File: config.mk
export PLATFORM = sky130hd
export DESIGN_NAME = fqps_ctrl
export DESIGN_NICKNAME = d
export VERILOG_FILES = /design/src/fqps_pkg.sv /design/src/fqps_ctrl.sv
export SDC_FILE = /design/constraint.sdc
export NUM_CORES = 1
export LEC_CHECK = 0
export BUFFER_PORTS_ARGS = -buffer_cell sky130_fd_sc_hd__buf_2
export CORE_AREA = 2 2 39 41
export CTS_CLUSTER_SIZE = 25
export DETAILED_ROUTE_END_ITERATION = 8
export DIE_AREA = 0 0 41 43
export PLACE_DENSITY = 0.49
export SLEW_MARGIN = 20
export SYNTH_ARGS = -nofsm -noshare
export SYNTH_HDL_FRONTEND = slang
export SYNTH_SLANG_ARGS = --single-unit
File: constraint.sdc
create_clock -name clk_i -period 1.7 [get_ports clk_i]
set_input_delay 0.34 -clock clk_i [delete_from_list [all_inputs] [get_ports clk_i]]
set_output_delay 0.34 -clock clk_i [all_outputs]
set_load 0.05 [all_outputs]
File: src/fqps_pkg.sv
package fqps_pkg;

  localparam int unsigned TagW  = 16;
  localparam int unsigned FlowW = 3;
  localparam int unsigned StatW = 3;
  localparam int unsigned LaneW = 16;
  localparam int unsigned CfgW  = 64;
  localparam int unsigned CfgIdxW = 2;

  localparam logic [StatW-1:0] StAccepted = 3'd0;
  localparam logic [StatW-1:0] StDropped  = 3'd1;
  localparam logic [StatW-1:0] StDequeued = 3'd2;
  localparam logic [StatW-1:0] StEmpty    = 3'd3;
  localparam logic [StatW-1:0] StFull     = 3'd4;

  localparam logic [CfgIdxW-1:0] RegWeightsLo = 2'd0;
  localparam logic [CfgIdxW-1:0] RegWeightsHi = 2'd1;
  localparam logic [CfgIdxW-1:0] RegBurstsLo  = 2'd2;
  localparam logic [CfgIdxW-1:0] RegBurstsHi  = 2'd3;

  localparam logic [CfgW-1:0] WeightsLoReset = 64'h0002_0002_0002_0002;
  localparam logic [CfgW-1:0] WeightsHiReset = 64'h0000_00C8_0014_0014;
  localparam logic [CfgW-1:0] BurstsLoReset  = 64'h0064_0064_0064_0064;
  localparam logic [CfgW-1:0] BurstsHiReset  = 64'h0000_03E8_03E8_03E8;

  localparam logic OpEnqueue = 1'b0;
  localparam logic OpDequeue = 1'b1;

  typedef struct packed {
    logic load;        // latch a new transaction
    logic calc_emit;   // report an immediate result (empty, drop, full)
    logic begin_ins;   // commit flow state and start the insertion walk
    logic step;        // move one entry up by one slot
    logic finish_ins;  // write the new entry and report acceptance
    logic rd_head;     // read the head entry
    logic deq_done;    // report the dequeued entry and pop it
  } fqps_cmd_t;

  typedef struct packed {
    logic is_deq;
    logic empty;
    logic pass;        // enqueue that goes into the store
    logic pos_zero;
    logic greater;     // entry read is later than the new one
  } fqps_stat_t;

endpackage

File: src/fqps_ctrl.sv
module fqps_ctrl (
  input  logic                 clk_i,
  input  logic                 rst_ni,
  input  logic                 start_i,
  output logic                 busy_o,
  input  fqps_pkg::fqps_stat_t stat_i,
  output fqps_pkg::fqps_cmd_t  cmd_o
);
  import fqps_pkg::*;

  localparam logic [2:0] SIdle = 3'd0;
  localparam logic [2:0] SCalc = 3'd1;
  localparam logic [2:0] SRead = 3'd2;
  localparam logic [2:0] SCmp  = 3'd3;
  localparam logic [2:0] SDeq  = 3'd4;

  logic [2:0] state_q, state_d;

  always_comb begin
    state_d = state_q;
    cmd_o   = '0;
    case (state_q)
      SIdle: begin
        if (start_i) begin
          cmd_o.load = 1'b1;
          state_d = SCalc;
        end
      end
      SCalc: begin
        if (stat_i.is_deq && !stat_i.empty) begin
          cmd_o.rd_head = 1'b1;
          state_d = SDeq;
        end else if (!stat_i.is_deq && stat_i.pass) begin
          cmd_o.begin_ins = 1'b1;
          state_d = SRead;
        end else begin
          cmd_o.calc_emit = 1'b1;
          state_d = SIdle;
        end
      end
      SRead: begin
        if (stat_i.pos_zero) begin
          cmd_o.finish_ins = 1'b1;
          state_d = SIdle;
        end else begin
          state_d = SCmp;
        end
      end
      SCmp: begin
        if (stat_i.greater) begin
          cmd_o.step = 1'b1;
          state_d = SRead;
        end else begin
          cmd_o.finish_ins = 1'b1;
          state_d = SIdle;
        end
      end
      SDeq: begin
        cmd_o.deq_done = 1'b1;
        state_d = SIdle;
      end
      default: state_d = SIdle;
    endcase
  end

  always_ff @(posedge clk_i or negedge rst_ni) begin
    if (!rst_ni) begin
      state_q <= SIdle;
    end else begin
      state_q <= state_d;
    end
  end

  assign busy_o = state_q != SIdle;

endmodule

==> reports/results.ini, run 1 <==
[status]
run_status = finished clean

[worst_setup_path]
arrival_ns = 1.29
startpoint_type = flop
setup.worst_path.class = reg -> out
regToRegEndpoint = state_q[0]
timing.reg2reg.worst_path_depth = 3
regToRegSetupSlack_ns = 0.75
critPathMaxFanout = 5
cp.required_ns = 1.36
r2r_start = state_q[1]
cp-end-kind = output pin

[yosys]
synth_edf_count = 0
postSynthRegisterBits = 3
netlist_top_cells_count = sky130_fd_sc_hd__nor2_1 (4), sky130_fd_sc_hd__dfrtp_1 (3)
synth_simple_gate_area_share_pct = 41.36
yosys_warnings = 0
yosysTopAreaCell = sky130_fd_sc_hd__dfrtp_1
synth_most_common_cell = sky130_fd_sc_hd__nor2_1
synth_xor_area_share_pct = 0
synth_top_family_by_area = simple AND/OR/NAND/NOR gates
synth.mux.area_fraction_pct = 4.938
synth_nets = 33
synth.yosys.seq_area_share_pct = 37.04
async_reset_ff_share_pct = 100.0
syn-instance-count = 25
synth_cell_type_count = 15
netlist_area_sq_um = 202.7
synth_top_flop_cell = sky130_fd_sc_hd__dfrtp_1
synth.area.top_cells = sky130_fd_sc_hd__dfrtp_1 (37%), sky130_fd_sc_hd__nor2_1 (7.4%), sky130_fd_sc_hd__nor3b_1 (7.4%)
synth.top_cell.area_share_pct = 37.04
avgSynthCellArea_sq_um = 8.108
synth_compound_gate_area_share_pct = 9.259
synth_fa_ha_area_share_pct = 0

[die]
die_w_um = 41
top_level_port_count = 16
die_height_um = 43
core_area_sq_um = 1384
starting_density_pct = 14.65
fp.dieArea_sq_um = 1763
std_cell_rows = 14

[place]
port_buffers = 15
dpl.hpwl_um = 380.4
place.gp.congestion = 0.6063
placed_cells = 55
placement.setup.worst_slack_ns = 0.2268

[hold_path]
hold_depth = 2
hold_path_end = state_q[2]
hold_path_class = in -> reg
hold_path.startpoint = stat_i[3]

[global_routing]
grt_start_max_net_pins = 7
grt_pass1_vias = 217
total_track_usage_pct = 7.638
grt_antenna_before_repair = 0
grt_remaining_overflow = 0
global_route_wire_length_before_repair_um = 828

[sta]
drv_slew = 0
max_slew.worst_pin.slew_ns = 0.2477
finalCritPeriodShare_pct = 95.67
setup_ws_ns = 0.07359
max-slew-margin-rel_pct = 83.60
final.setup_skew_ns = 0.002766
max_freq_mhz = 614.9
report.final.setup_viol = 0
timing.final.hold_violations = 0
min_period_ns = 1.626

[clocking]
clockRootBuffer = sky130_fd_sc_hd__clkbuf_4
htree_levels = 1
clock_path_buffers = 2
cts.reportedPaths.clkPinSlew_ns = 0.04
cts-buffers-inserted = 3
clkSinkCount = 3
worst_skew_pair.late_latency_ns = 0.23
cts_tree = yes

[final_layout]
area_delta_synth_final_pct = 82.10
largest_register_ff_count = 3
antenna_cells = 0
area.sequential_sq_um = 76.32
drive_gt1_share_pct = 53.33
utilization_pct = 26.67
largest_register = state_q
registers_with_the_most_flip_flops = state_q x3
nets = 54
n_fill_cell = 155
final-instance-count-excl-fill = 61
multiInputGateArea_sq_um = 122.6

[drt]
top_signal_layer_used = met3
average_wire_per_cell_in_the_routed_design_um = 8.377
route.antenna.remaining_nets = 0
wirelength_um = 511
remaining_drc_errors = 0
wire_length_on_met3_um = 70
via_count = 244
met1Wirelength_um = 211
wl_met2_um = 229
viasPerCell = 4.000
number_of_drc_violations_after_detailed_routing_iteration_0 = 7
drt_pass1_iterations = 2

[power_and_ir_drop]
p_per_cell_area_nw_per_um2 = 1083
total_leakage_power_nw = 0.1817
peakVddDrop_v = 0.0005222

[job]
drv_cap = 0

-- area by class of cell --
cell class / instances / area share [%]
sequential: 3 / 20.68
timing repair buffer: 17 / 31.53
multi-input combinational: 19 / 33.22
clock buffer: 4 / 7.119
tap: 16 / 5.424
inverter: 2 / 2.034
-- cell families after synthesis --
family | Yosys count
and+or+nand+nor | 15
AOI/OAI and AO/OA | 3
DFF | 3
buffers and inverters | 3
muxes | 1
-- critical path, stage by stage, from the launching register on --
cell                      delay, ns
sky130_fd_sc_hd__dfrtp_1       0.40
sky130_fd_sc_hd__or3_4         0.40
sky130_fd_sc_hd__nor2_2        0.10
sky130_fd_sc_hd__buf_6         0.16
-- cells in the final DEF (no fill, tap or decap) --
cell and n:
sky130_fd_sc_hd__clkbuf_1 1, sky130_fd_sc_hd__clkbuf_4 4, sky130_fd_sc_hd__nor3_2 1, sky130_fd_sc_hd__buf_2 10
sky130_fd_sc_hd__inv_1 2, sky130_fd_sc_hd__o22ai_1 1, sky130_fd_sc_hd__nor3_1 1, sky130_fd_sc_hd__nand2b_1 2
sky130_fd_sc_hd__dfrtp_2 1, sky130_fd_sc_hd__mux2i_1 1, sky130_fd_sc_hd__nand2_1 2, sky130_fd_sc_hd__nor2_1 4
sky130_fd_sc_hd__dfrtp_1 2, sky130_fd_sc_hd__buf_6 3, sky130_fd_sc_hd__dlygate4sd3_1 1, sky130_fd_sc_hd__nor3b_1 1
sky130_fd_sc_hd__o21ai_0 1, sky130_fd_sc_hd__buf_4 2, sky130_fd_sc_hd__nor3b_2 1, sky130_fd_sc_hd__nor2b_1 1
sky130_fd_sc_hd__nor2_2 1, sky130_fd_sc_hd__or3_4 1, sky130_fd_sc_hd__o21a_1 1
-- metrics by stage --
step,hold WS (ns),power [mW],area [sq um],TNS [ns]
6_report,0.3029,0.3996,369.1,0
5_1_grt,0.3052,0.4311,369.1,-0.01253
4_1_cts,0.2817,0.3882,334.1,0
3_5_place_dp,0.1385,0.2517,295.3,0
3_3_place_gp,0.1400,0.2507,295.3,0
2_1_floorplan,0.04441,0.2182,207.7,0
-- how the worst max path moves through the flow --
stage | start | cells past startpoint | endpoint
after floorplan | state_q[1] | 2 | cmd_o[6]
final | state_q[2] | 3 | cmd_o[6]
after global routing | state_q[2] | 4 | cmd_o[5]
after global placement | state_q[1] | 3 | cmd_o[6]
after detailed placement | state_q[1] | 3 | cmd_o[6]
after CTS | state_q[1] | 4 | cmd_o[1]
-- layer usage --
| layer | GRT usage [%] | vias up |
|---|---|---|
| met5 | 0 | - |
| met4 | 2.000 | 0 |
| met3 | 9.424 | 0 |
| met2 | 9.063 | 14 |
| met1 | 8.387 | 108 |
| li1 | - | 122 |
-- power by group --
group	internal [mW]	leakage (nW)	switching [mW]	total [mW]
combinational	0.0639	0.128	0.116	0.180
clock	0.0881	0.0150	0.0385	0.127
sequential	0.0811	0.0383	0.0124	0.0936
-- repair_timing --
action                     CTS  global route
hold buffers                 1             0
buffers inserted             0             1
resized for setup            1            12
hold endpoints to repair     3             0
setup endpoints to repair    1             5
Note: power is estimated with default switching activity, not from simulation.
==> run 2: changes to the inputs <==
==> constraint.sdc (replaced) <==
create_clock -name clk_i -period 2.05 [get_ports clk_i]
set_input_delay 0.41 -clock clk_i [delete_from_list [all_inputs] [get_ports clk_i]]
set_output_delay 0.41 -clock clk_i [all_outputs]
set_load 0.05 [all_outputs]
==> reports/results.ini, run 2 (synthesis results as in run 1) <==
[status]
run_status = finished clean

[drt]
average_wire_per_cell_in_the_routed_design_um = 7.900  ; -5.7%
via_count = 228  ; -6.6%
number_of_drc_violations_after_detailed_routing_iteration_0 = 1  ; -6
remaining_drc_errors = 0  ; unchanged
viasPerCell = 3.800  ; -5.0%
wirelength_um = 474  ; -7.2%
route.antenna.remaining_nets = 0  ; unchanged
drt_pass1_iterations = 2  ; unchanged

[global_routing]
groute.layer.met2.usage_pct = 6.875  ; -2.2 points
grt_antenna_before_repair = 0  ; unchanged
grt_remaining_overflow = 0  ; unchanged
grt-busiest-layer = met4
grt_pass1_vias = 184  ; -15%
global_route_wire_length_before_repair_um = 683  ; -18%
total_track_usage_pct = 6.848  ; -0.79 points
grt_start_max_net_pins = 7  ; unchanged
met3_usage_pct = 4.712  ; -4.7 points
grtUsageMet1_pct = 7.143  ; -1.2 points

[sta]
final.setup.tns_ns = 0  ; unchanged
max_freq_mhz = 562.7
drv_slew = 0  ; unchanged
max_slew.worst_pin.slew_ns = 0.2495  ; +0.001802 ns
final.setup_skew_ns = 0.00002148  ; -0.002745 ns
max-slew-margin-rel_pct = 83.48  ; -0.12 points
finalCritPeriodShare_pct = 86.68
report.final.setup_viol = 0  ; unchanged
min_period_ns = 1.777
timing.final.hold_violations = 0  ; unchanged
rsz0062_at_grt = false

[worst_setup_path]
cp-end-kind = output pin
startpoint_type = flop
critPathMaxFanout = 5  ; unchanged
arrival_ns = 1.37  ; +0.08 ns
setup.worst_path.class = reg -> out
regToRegSetupSlack_ns = 1.13  ; +0.38 ns
cp.required_ns = 1.64  ; +0.28 ns

[hold_path]
hold_path_class = in -> reg

[final_layout]
largest_register = state_q
mostFrequentLayoutCell = sky130_fd_sc_hd__buf_2
registers_with_the_most_flip_flops = state_q x3
final-instance-count-excl-fill = 60  ; -1.6%
area_delta_synth_final_pct = 61.11
antenna_cells = 0  ; unchanged
drive_gt1_share_pct = 45.45  ; -7.9 points
mostFrequentLayoutCells = sky130_fd_sc_hd__buf_2 (15), sky130_fd_sc_hd__nor2_1 (4), sky130_fd_sc_hd__clkbuf_4 (3), sky130_fd_sc_hd__dfrtp_1 (3)
nets = 53  ; -1.9%
largest_register_ff_count = 3  ; unchanged

[clocking]
clock_path_buffers = 2  ; unchanged
clkSinkCount = 3  ; unchanged
cts.reportedPaths.clkPinSlew_ns = 0.04  ; about the same
cts-buffers-inserted = 3  ; unchanged
htree_levels = 1  ; unchanged
cts_resized = 0  ; -1
postCtsHoldBufs = 1  ; unchanged
worst_skew_pair.late_latency_ns = 0.23  ; about the same
cts_tree = yes
post-cts-setup-buffers = 0  ; unchanged
clockRootBuffer = sky130_fd_sc_hd__clkbuf_4

[die]
die_height_um = 43  ; unchanged
fp.dieArea_sq_um = 1763  ; unchanged
die_w_um = 41  ; unchanged
core_area_sq_um = 1384  ; unchanged
std_cell_rows = 14  ; unchanged
starting_density_pct = 14.65  ; unchanged
top_level_port_count = 16  ; unchanged

[place]
port_buffers = 15  ; unchanged
dpl.hpwl_um = 367.8  ; -3.3%
placed_cells = 55  ; unchanged
place.gp.congestion = 0.6087  ; +0.40%

[power_and_ir_drop]
p_per_cell_area_nw_per_um2 = 952.2  ; -12%
total_leakage_power_nw = 0.1713  ; -5.7%
peakVddDrop_v = 0.0002066  ; -60%
totalPowerFinal_mw = 0.3110  ; -22%

[job]
drv_cap = 0  ; unchanged

-- run 2: cell types whose count changed in the layout (fill, tap and decap cells not counted), sizes merged --
| cell | delta |
|---|---|
| clkbuf | -1 |
-- run 2: per-stage QoR --
step	utilization [%]	area (sq um)	hold WS (ns)	setup WS [ns]
detailed placement	20.98	290.3	0.2075	0.5197
floorplan	-	202.7	0.1144	0.05320
CTS	23.60	326.6	0.3491	0.2639
global placement	20.98	290.3	0.2077	0.5238
global route	23.60	326.6	0.3549	0.2215
finish	23.60	326.6	0.3561	0.2730
-- run 2: final timing paths --
check	to	depth (start not counted)	startpoint
worst max-delay path	cmd_o[6]	3	state_q[1]
worst min-delay path	state_q[2]	2	stat_i[3]
worst max register to register	state_q[1]	3	state_q[1]
worst min register to register	state_q[0]	1	state_q[2]
max in group asynchronous	state_q[2]	2	rst_ni
min in group asynchronous	state_q[0]	2	rst_ni
-- run 2: metal layers --
layer	routed length (um)	up-vias	part of all wire, %
met1	196	91	41
met2	187	13	39
met4	26	0	5.5
met5	0	-	0
li1	-	120	-
met3	63	4	13
-- run 2: critical path: stages, from the launching register on --
cell and delay (ns):
sky130_fd_sc_hd__dfrtp_1 0.42, sky130_fd_sc_hd__or3_4 0.39, sky130_fd_sc_hd__nor2_2 0.07, sky130_fd_sc_hd__buf_2 0.26
-- run 2: area by class of cell --
type	count	area, sq um
inverters	2	7.507
multi-input cells	19	112.6
well taps	16	20.02
flip-flops and latches	3	75.07
repair buffers	16	85.08
clock buffers	4	26.28
fillers	164	1057
-- run 2: where the power goes --
part	leakage [nW]	internal, mW	switching, mW
registers	0.0398	0.0668	0.00985
logic	0.117	0.0392	0.0903
clock network	0.0150	0.0730	0.0318
